`src/dck4_pkg.sv`:
```
`timescale 1ns / 1ps
// Shared types and codes for the dihedral Cayley graph four-clique detector.
// Depends on nothing.
package dck4_pkg;

	localparam int MAX_ELEMS = 64;

	localparam logic [1:0] FUNC_FULL     = 2'd0;
	localparam logic [1:0] FUNC_COMPLETE = 2'd1;
	localparam logic [1:0] FUNC_COMPL    = 2'd2;

	typedef struct packed {
		logic [MAX_ELEMS-1:0] set;
		logic [5:0]           x;
		logic                 three;
		logic                 triv;
	} dck4_entry_t;

	typedef enum logic [1:0] {
		ST_IDLE = 2'b01,
		ST_RUN  = 2'b10
	} dck4_state_t;

endpackage

```
`src/dck4_front.sv`:
```
`timescale 1ns / 1ps
// Front end: accepts items and classifies them into search jobs for the queue.
// Depends on dck4_pkg.
module dck4_front #(
	parameter int HALF_ORDER = 22
) (
	input  logic              start,
	input  logic [1:0]        func,
	input  logic [43:0]       conn_mask,
	input  logic [5:0]        new_element,
	input  logic              full,
	output logic              push,
	output dck4_pkg::dck4_entry_t entry
);
	import dck4_pkg::*;

	localparam int N  = 2 * HALF_ORDER;
	localparam int MW = (N > 44) ? N : 44;

	logic [MW-1:0] mext;
	logic [N-1:0]  grp;
	logic [N-1:0]  s;

	always_comb begin
		mext = MW'(conn_mask);
		grp  = {{(N-1){1'b1}}, 1'b0};
		s    = mext[N-1:0] & grp;
		push = start && !full;
		entry.x     = new_element;
		entry.three = (func == FUNC_COMPLETE);
		entry.set   = MAX_ELEMS'(s);
		entry.triv  = 1'b1;
		case (func)
			FUNC_FULL: begin
				entry.triv = 1'b0;
			end
			FUNC_COMPLETE: begin
				entry.triv = (7'(new_element) >= 7'(N));
			end
			FUNC_COMPL: begin
				entry.set  = MAX_ELEMS'(grp ^ s);
				entry.triv = 1'b0;
			end
			default: begin
				entry.triv = 1'b1;
			end
		endcase
	end

endmodule

```
`src/dck4_queue.sv`:
```
`timescale 1ns / 1ps
// Two-entry queue between the front end and the search engine.
// Depends on dck4_pkg.
module dck4_queue (
	input  logic                  clk,
	input  logic                  arst_n,
	input  dck4_pkg::dck4_entry_t wdata,
	output dck4_pkg::dck4_entry_t rdata,
	input  logic                  push,
	input  logic                  pop,
	output logic                  full,
	output logic                  empty
);
	import dck4_pkg::*;

	dck4_entry_t mem_q [2];
	logic        wp_q;
	logic        rp_q;
	logic [1:0]  cnt_q;
	logic        do_push;
	logic        do_pop;

	assign full    = (cnt_q == 2'd2);
	assign empty   = (cnt_q == 2'd0);
	assign do_push = push && !full;
	assign do_pop  = pop && !empty;
	assign rdata   = mem_q[rp_q];

	always_ff @(posedge clk) begin
		if (do_push) begin
			mem_q[wp_q] <= wdata;
		end
	end

	always_ff @(posedge clk or negedge arst_n) begin
		if (!arst_n) begin
			wp_q  <= 1'b0;
			rp_q  <= 1'b0;
			cnt_q <= 2'd0;
		end else begin
			if (do_push) begin
				wp_q <= !wp_q;
			end
			if (do_pop) begin
				rp_q <= !rp_q;
			end
			cnt_q <= cnt_q + 2'(do_push) - 2'(do_pop);
		end
	end

endmodule

```
`src/dck4_back.sv`:
```
`timescale 1ns / 1ps
// Search engine: depth-first walk over set members, one candidate a cycle except in cycles that step back a level.
// Depends on dck4_pkg.
module dck4_back #(
	parameter int HALF_ORDER = 22
) (
	input  logic                  clk,
	input  logic                  arst_n,
	input  dck4_pkg::dck4_entry_t entry,
	input  logic                  empty,
	output logic                  pop,
	output logic                  done,
	output logic                  found
);
	import dck4_pkg::*;

	localparam int N  = 2 * HALF_ORDER;
	localparam int EW = $clog2(N);
	localparam int W  = $clog2(N + 1);
	localparam int KW = $clog2(HALF_ORDER);

	function automatic logic lnk(input logic [N-1:0] s, input logic [EW-1:0] g,
		input logic [EW-1:0] h);
		logic          gs;
		logic          hs;
		logic [KW-1:0] gk;
		logic [KW-1:0] hk;
		logic [KW:0]   dif;
		logic [EW-1:0] p;
		gs = (g >= EW'(HALF_ORDER));
		hs = (h >= EW'(HALF_ORDER));
		gk = gs ? KW'(g - EW'(HALF_ORDER)) : KW'(g);
		hk = hs ? KW'(h - EW'(HALF_ORDER)) : KW'(h);
		dif = gs ? ({1'b0, gk} - {1'b0, hk}) : ({1'b0, hk} - {1'b0, gk});
		if (dif[KW]) begin
			dif = dif + (KW+1)'(HALF_ORDER);
		end
		p = EW'(dif[KW-1:0]);
		if (gs != hs) begin
			p = p + EW'(HALF_ORDER);
		end
		return s[p];
	endfunction

	dck4_state_t   state_q;
	logic [N-1:0]  set_q;
	logic [EW-1:0] x_q;
	logic          three_q;
	logic          triv_q;
	logic [W-1:0]  idx_q [4];
	logic [1:0]    lvl_q;
	logic          done_q;
	logic          found_q;

	logic [W-1:0]  v;
	logic [EW-1:0] ve;
	logic          ok;
	logic [1:0]    last;

	assign pop   = (state_q == ST_IDLE) && !empty;
	assign done  = done_q;
	assign found = found_q;

	always_comb begin
		v    = idx_q[lvl_q];
		ve   = v[EW-1:0];
		last = three_q ? 2'd2 : 2'd3;
		ok   = set_q[ve] && !(three_q && (ve == x_q));
		for (int j = 0; j < 3; j++) begin
			if (2'(j) < lvl_q && !lnk(set_q, idx_q[j][EW-1:0], ve)) begin
				ok = 1'b0;
			end
		end
		if (three_q && !lnk(set_q, ve, x_q)) begin
			ok = 1'b0;
		end
	end

	always_ff @(posedge clk) begin
		if (pop) begin
			set_q   <= entry.set[N-1:0];
			x_q     <= EW'(entry.x);
			three_q <= entry.three;
			triv_q  <= entry.triv;
		end
	end

	always_ff @(posedge clk or negedge arst_n) begin
		if (!arst_n) begin
			state_q <= ST_IDLE;
			lvl_q   <= 2'd0;
			done_q  <= 1'b0;
			found_q <= 1'b0;
			for (int j = 0; j < 4; j++) begin
				idx_q[j] <= '0;
			end
		end else begin
			done_q <= 1'b0;
			case (state_q)
				ST_IDLE: begin
					if (!empty) begin
						state_q  <= ST_RUN;
						lvl_q    <= 2'd0;
						idx_q[0] <= W'(1);
					end
				end
				ST_RUN: begin
					if (triv_q) begin
						done_q  <= 1'b1;
						found_q <= 1'b0;
						state_q <= ST_IDLE;
					end else if (v >= W'(N)) begin
						if (lvl_q == 2'd0) begin
							done_q  <= 1'b1;
							found_q <= 1'b0;
							state_q <= ST_IDLE;
						end else begin
							lvl_q <= lvl_q - 2'd1;
							idx_q[lvl_q - 2'd1] <= idx_q[lvl_q - 2'd1] + W'(1);
						end
					end else if (ok) begin
						if (lvl_q == last) begin
							done_q  <= 1'b1;
							found_q <= 1'b1;
							state_q <= ST_IDLE;
						end else begin
							lvl_q <= lvl_q + 2'd1;
							idx_q[lvl_q + 2'd1] <= v + W'(1);
						end
					end else begin
						idx_q[lvl_q] <= v + W'(1);
					end
				end
				default: begin
					state_q <= ST_IDLE;
				end
			endcase
		end
	end

	a_done_from_run: assert property (@(posedge clk) disable iff (!arst_n)
		done_q |-> $past(state_q == ST_RUN)) else $error("result without search");
	a_done_single: assert property (@(posedge clk) disable iff (!arst_n)
		done_q |=> !done_q) else $error("result strobe held");
	a_lvl_bound: assert property (@(posedge clk) disable iff (!arst_n)
		(state_q == ST_RUN && three_q) |-> lvl_q <= 2'd2) else $error("depth overrun");

endmodule

```
`src/dihedral_cayley_k4_detect.sv`:
```
`timescale 1ns / 1ps
// Top level of the dihedral Cayley graph four-clique detector.
// Depends on dck4_pkg, dck4_front, dck4_queue and dck4_back.
//
//  channel  handshake         payload
//  input    start / busy      func, conn_mask, new_element
//  result   done (strobe)     found
//
// An item passes through the queue to the search engine, which takes it when idle and
// then tests one candidate element a cycle in a depth-first walk, apart from cycles
// that step back a level. A trivial item is answered without a search; any other
// search lasts as long as the edges and triangles that it passes through demand.
// Two items may wait in the queue while one is searched; busy is high while it is full.
// Reset clears the queue and the engine; the receiver cannot stall results.
module dihedral_cayley_k4_detect #(
	parameter int HALF_ORDER = 22
) (
	input  logic        clk,
	input  logic        arst_n,
	input  logic        start,
	output logic        busy,
	input  logic [1:0]  func,
	input  logic [43:0] conn_mask,
	input  logic [5:0]  new_element,
	output logic        done,
	output logic        found
);
	import dck4_pkg::*;

	dck4_entry_t wentry;
	dck4_entry_t rentry;
	logic        q_push;
	logic        q_pop;
	logic        q_full;
	logic        q_empty;

	assign busy = q_full;

	dck4_front #(.HALF_ORDER(HALF_ORDER)) u_front (
		.start(start), .func(func), .conn_mask(conn_mask), .new_element(new_element),
		.full(q_full), .push(q_push), .entry(wentry)
	);

	dck4_queue u_queue (
		.clk(clk), .arst_n(arst_n), .wdata(wentry), .rdata(rentry),
		.push(q_push), .pop(q_pop), .full(q_full), .empty(q_empty)
	);

	dck4_back #(.HALF_ORDER(HALF_ORDER)) u_back (
		.clk(clk), .arst_n(arst_n), .entry(rentry), .empty(q_empty),
		.pop(q_pop), .done(done), .found(found)
	);

endmodule
```
`config.mk`:
```
export PLATFORM = sky130hd
export DESIGN_NAME = dihedral_cayley_k4_detect
export DESIGN_NICKNAME = d
export VERILOG_FILES = /design/src/dck4_pkg.sv /design/src/dck4_front.sv /design/src/dck4_queue.sv /design/src/dck4_back.sv /design/src/dihedral_cayley_k4_detect.sv
export SDC_FILE = /design/constraint.sdc
export NUM_CORES = 1
export LEC_CHECK = 0
export ABC_AREA = 1
export BUFFER_PORTS_ARGS = -buffer_cell sky130_fd_sc_hd__buf_4
export CORE_MARGIN = 2
export CORE_UTILIZATION = 57
export CTS_BUF_LIST = sky130_fd_sc_hd__clkbuf_4 sky130_fd_sc_hd__clkbuf_8
export DETAILED_ROUTE_END_ITERATION = 12
export HOLD_SLACK_MARGIN = 0.08
export PLACE_DENSITY = 0.75
export SLEW_MARGIN = 30
export SYNTH_ARGS = -nofsm -noshare
export SYNTH_HDL_FRONTEND = slang
export SYNTH_SLANG_ARGS = --single-unit
```
`constraint.sdc`:
```
create_clock -name clk -period 12.4 [get_ports clk]
set_input_delay 0.62 -clock clk [delete_from_list [all_inputs] [get_ports clk]]
set_output_delay 0.62 -clock clk [all_outputs]
set_load 0.01 [all_outputs]
```
==> flow_summary_export.csv <==
group,metric,value,unit
status,run_status,"complete, no violations",
grt,overflow,0,
timing,setup_total_negative_slack,0,ns
grt,maximum_number_of_pins_on_one_net_before_global_route_repair,54,
route,detail_route.first_pass.iterations,6,
logic_synthesis,postSynthRegisterBits,187,
floorplan,coreArea,0.0250,sq mm
worst_setup_path,critical_path.n_buffers_inverters,7,
final_layout,area.sequential,0.00545,sq mm
timing,tightest_pin_transition,0.851,ns
logic_synthesis,syn_nets,2097,
logic_synthesis,synthDominantCellAreaShare,31.8,%
logic_synthesis,synth.avg_cell_area,7.34,sq um
route,drt_wl_total,37800,um
timing,timing.final.crit_period,7.95,ns
logic_synthesis,synth_async_sr_flop_share,18.2,%
hold_path,timing.hold.worst.class,"primary input to flop",
timing,rsz0062_at_grt,"false",
grt,antenna_found_initial,0,
floorplan,io_pins,58,
worst_setup_path,total_stage_count_of_the_critical_path,37,
timing,slew_violations,0,
route,detailroute.via_count,13100,
flow_run,max_cap_violations,0,
final_layout,area_growth_syn_to_layout,6.96,%
clock_network,clock_slew_at_reported_path_ffs,0.12,ns
final_layout,antenna-diode-count,0,
worst_setup_path,cpMostUsedCell,"nand2_1",
final_layout,final_nets,2112,
clock_network,tritoncts_num_sinks,187,
clock_network,number_of_cts_inserted_buffers,17,
logic_synthesis,synth-seq-area-share,37.7,%
route,detail_routed_via_count_per_cell,5.61,
timing,finalSetupViolCount,0,
logic_synthesis,synth.lib_cells_used.distinct,55,
floorplan,rows,58,
grt,track_usage,28.8,%
clock_network,root_buffer,"clkbuf_8",
logic_synthesis,netlist_instances,1969,
logic_synthesis,synth_enable_flop_cells,153,
worst_setup_path,r2r.worst_path.cells,37,
worst_setup_path,critPathTopFamily,"simple AND/OR/NAND/NOR gates",
logic_synthesis,synth.area.top_cells,"edfxtp_1 32%, nand2_1 18%, nand3_1 7.5%, dfrtp_1 5.7%, ha_1 5.6%",
worst_setup_path,worstReg2RegEnd,"u_back.idx_q[19]$_DFFE_PN0P_",
placement,place.port_buffers,56,
logic_synthesis,synth_warnings,0,
worst_setup_path,cp_slowest_stage_delay,0.76,ns
route,routedWlPerCell,16.3,um
logic_synthesis,synth_top_area_cell,"edfxtp_1",
clock_network,cts.repair_timing.setup_buffer_count,0,
final_layout,num-fill-cells,2268,
clock_network,clk_lat_worst_skew,0.48,ns
worst_setup_path,critPathLaunchType,"flop",
clock_network,number_of_levels_in_the_clock_h_tree,4,
route,detail_route.drc_violations,0,
clock_network,clock_path_buffers,2,
floorplan,die-height,163,um
floorplan,design.die.area,0.0266,sq mm
worst_setup_path,worstSetupEndpointType,"flop",
grt,global_route_wire_length_before_repair,60400,um
floorplan,initial_utilization,57.7,%
clock_network,cts_repair_resize_count,0,
worst_setup_path,worst-endpoint-arrival,8.32,ns
worst_setup_path,reg2reg_slack,4.45,ns
worst_setup_path,crit_fanout,30,
worst_setup_path,critPathLaunch,"u_back.lvl_q[1]$_DFFE_PN0P_",
timing,timing.max_slew.rel_slack,43.1,%
worst_setup_path,worstReg2RegStart,"u_back.lvl_q[1]$_DFFE_PN0P_",
timing,max_clock_freq,0.126,GHz
worst_setup_path,crit_path_top_delay_cell,"dfrtp_1",
grt,vias_in_the_first_global_route,11900,
final_layout,multi_input_comb_area,0.00786,sq mm
route,drt_first_iter_violations,1411,
floorplan,die_w,163,um
timing,crit_share_post_route,64.1,%
worst_setup_path,worst_ep_required_time,12.77,ns
clock_network,cts_tree,"yes",
worst_setup_path,critical_path.endpoint,"u_back.idx_q[19]$_DFFE_PN0P_",
route,antenna_left,0,
timing,number_of_failing_hold_endpoints_at_the_final_stage,0,
logic_synthesis,synth.cell_area,0.0145,sq mm
placement,gpl.final_weighted_congestion,1.00,
worst_setup_path,setup.worst_path.class,"flop to flop",
logic_synthesis,synth-main-ff-cell,"edfxtp_1",
final_layout,layout-drive-gt1-share,9.61,%
placement,dp_hpwl,28000,um
timing,fin_skew,0.0209,ns
-- flip-flops by register name (all words and copies together) (netlist names) --
register and count:
u_queue.mem_q 102, u_back.set_q 43, u_back.idx_q 24, u_back.x_q 6
u_back.lvl_q 2, u_back.state_q 2, u_queue.cnt_q 2, u_back.done 1
u_back.found 1, u_back.three_q 1, u_back.triv_q 1, u_queue.rp_q 1
u_queue.wp_q 1
-- timing repair --
item,in CTS,in global routing
hold endpoints to repair,21,0
hold buffers,1,0
endpoints found under the setup margin,0,0
-- routing by layer --
layer  vias to the layer above  track usage [%]  wire length, um
li1                       6446                -                -
met1                      6020             39.7            16600
met2                       511             47.0            17600
met3                        84             4.11             2660
met4                         0             9.41             1040
met5                         -                0                0
-- synthesized netlist by cell type (3+ instances only) --
| cell type | instances |
|---|---|
| nand2_1 | 701 |
| nand3_1 | 217 |
| inv_1 | 192 |
| o21ai_0 | 158 |
| edfxtp_1 | 153 |
| nor2_1 | 78 |
| ha_1 | 65 |
| xnor2_1 | 53 |
| a21oi_1 | 50 |
| clkbuf_1 | 45 |
| dfrtp_1 | 33 |
| xor2_1 | 31 |
| nand2_2 | 26 |
| buf_6 | 12 |
| inv_2 | 12 |
| nand4_1 | 11 |
| buf_2 | 10 |
| o211ai_1 | 10 |
| o21ai_1 | 10 |
| nand3_2 | 9 |
| nor3_1 | 9 |
| or2_2 | 9 |
| fa_1 | 8 |
| o22ai_1 | 7 |
| buf_1 | 5 |
| nand2_4 | 5 |
| nand3b_1 | 5 |
| nor2_2 | 5 |
| nor2_4 | 5 |
| a211oi_1 | 4 |
| o21ai_2 | 3 |
-- layout make-up --
type	count	share of cell area, %
repair buffers	71	3.46
well taps	330	2.67
inverters	206	5.00
multi-input cells	1501	50.8
flip-flops and latches	187	35.2
clock buffers	18	1.56
clock inverters	14	1.21
-- per-stage QoR --
step	setup WS [ns]	utilization, %	instances	hold WS, ns	area [sq um]
CTS	4.54	61.7	2327	0.279	15500
detailed placement	4.60	60.0	2294	0.498	15000
finish	4.45	61.7	2327	0.312	15500
global placement	4.67	60.0	2294	0.485	15000
global route	3.84	61.7	2327	0.276	15500
floorplan	6.29	-	1969	0.324	14500
-- cells by family after synthesis --
group / after synthesis / synth area share, %
xor+xnor: 87 / 5.51
compound gates: 254 / 9.49
flops: 187 / 37.7
buf+inv: 281 / 8.17
simple gates: 1087 / 32.4
fa+ha+maj: 73 / 6.74
-- worst register-to-register path, delay by kind of cell, from the launching register on --
kind	cells	cell delay (ns)
simple gates	23	3.38
fa+ha+maj	4	1.49
buf+inv	7	1.18
flops	1	0.76
compound gates	2	0.54
xor+xnor	1	0.48
-- worst min path at each step --
| stage | startpoint | to | cells past startpoint |
|---|---|---|---|
| 6_report | new_element[0] | u_queue.mem_q[1][2]$_DFFE_PP_ | 1 |
| 5_1_grt | new_element[1] | u_queue.mem_q[0][3]$_DFFE_PP_ | 1 |
| 4_1_cts | new_element[0] | u_queue.mem_q[1][2]$_DFFE_PP_ | 1 |
| 3_5_place_dp | u_queue.mem_q[0][29]$_DFFE_PP_ | u_back.set_q[21]$_DFFE_PP_ | 2 |
| 3_3_place_gp | u_back.found$_DFFE_PN0P_ | u_back.found$_DFFE_PN0P_ | 2 |
| 2_1_floorplan | arst_n | u_back.done$_DFF_PN0_ | 0 |
-- layout by cell type (no fill, tap or decap), types with 11 or more instances in the layout --
cell        n
nand2_1   700
o21ai_1    11
inv_1     192
dfrtp_1    33
a21oi_1    49
nor2_1     76
nand4_1    11
xor2_1     31
nand3_1   217
nand2_2    27
edfxtp_1  153
ha_1       62
o21ai_0   157
buf_4      70
clkbuf_8   17
xnor2_1    53
inv_2      12
Power is left out: the tool's default activity adds up to more than one toggle a clock period on the data nets, which glitch-free logic cannot reach.
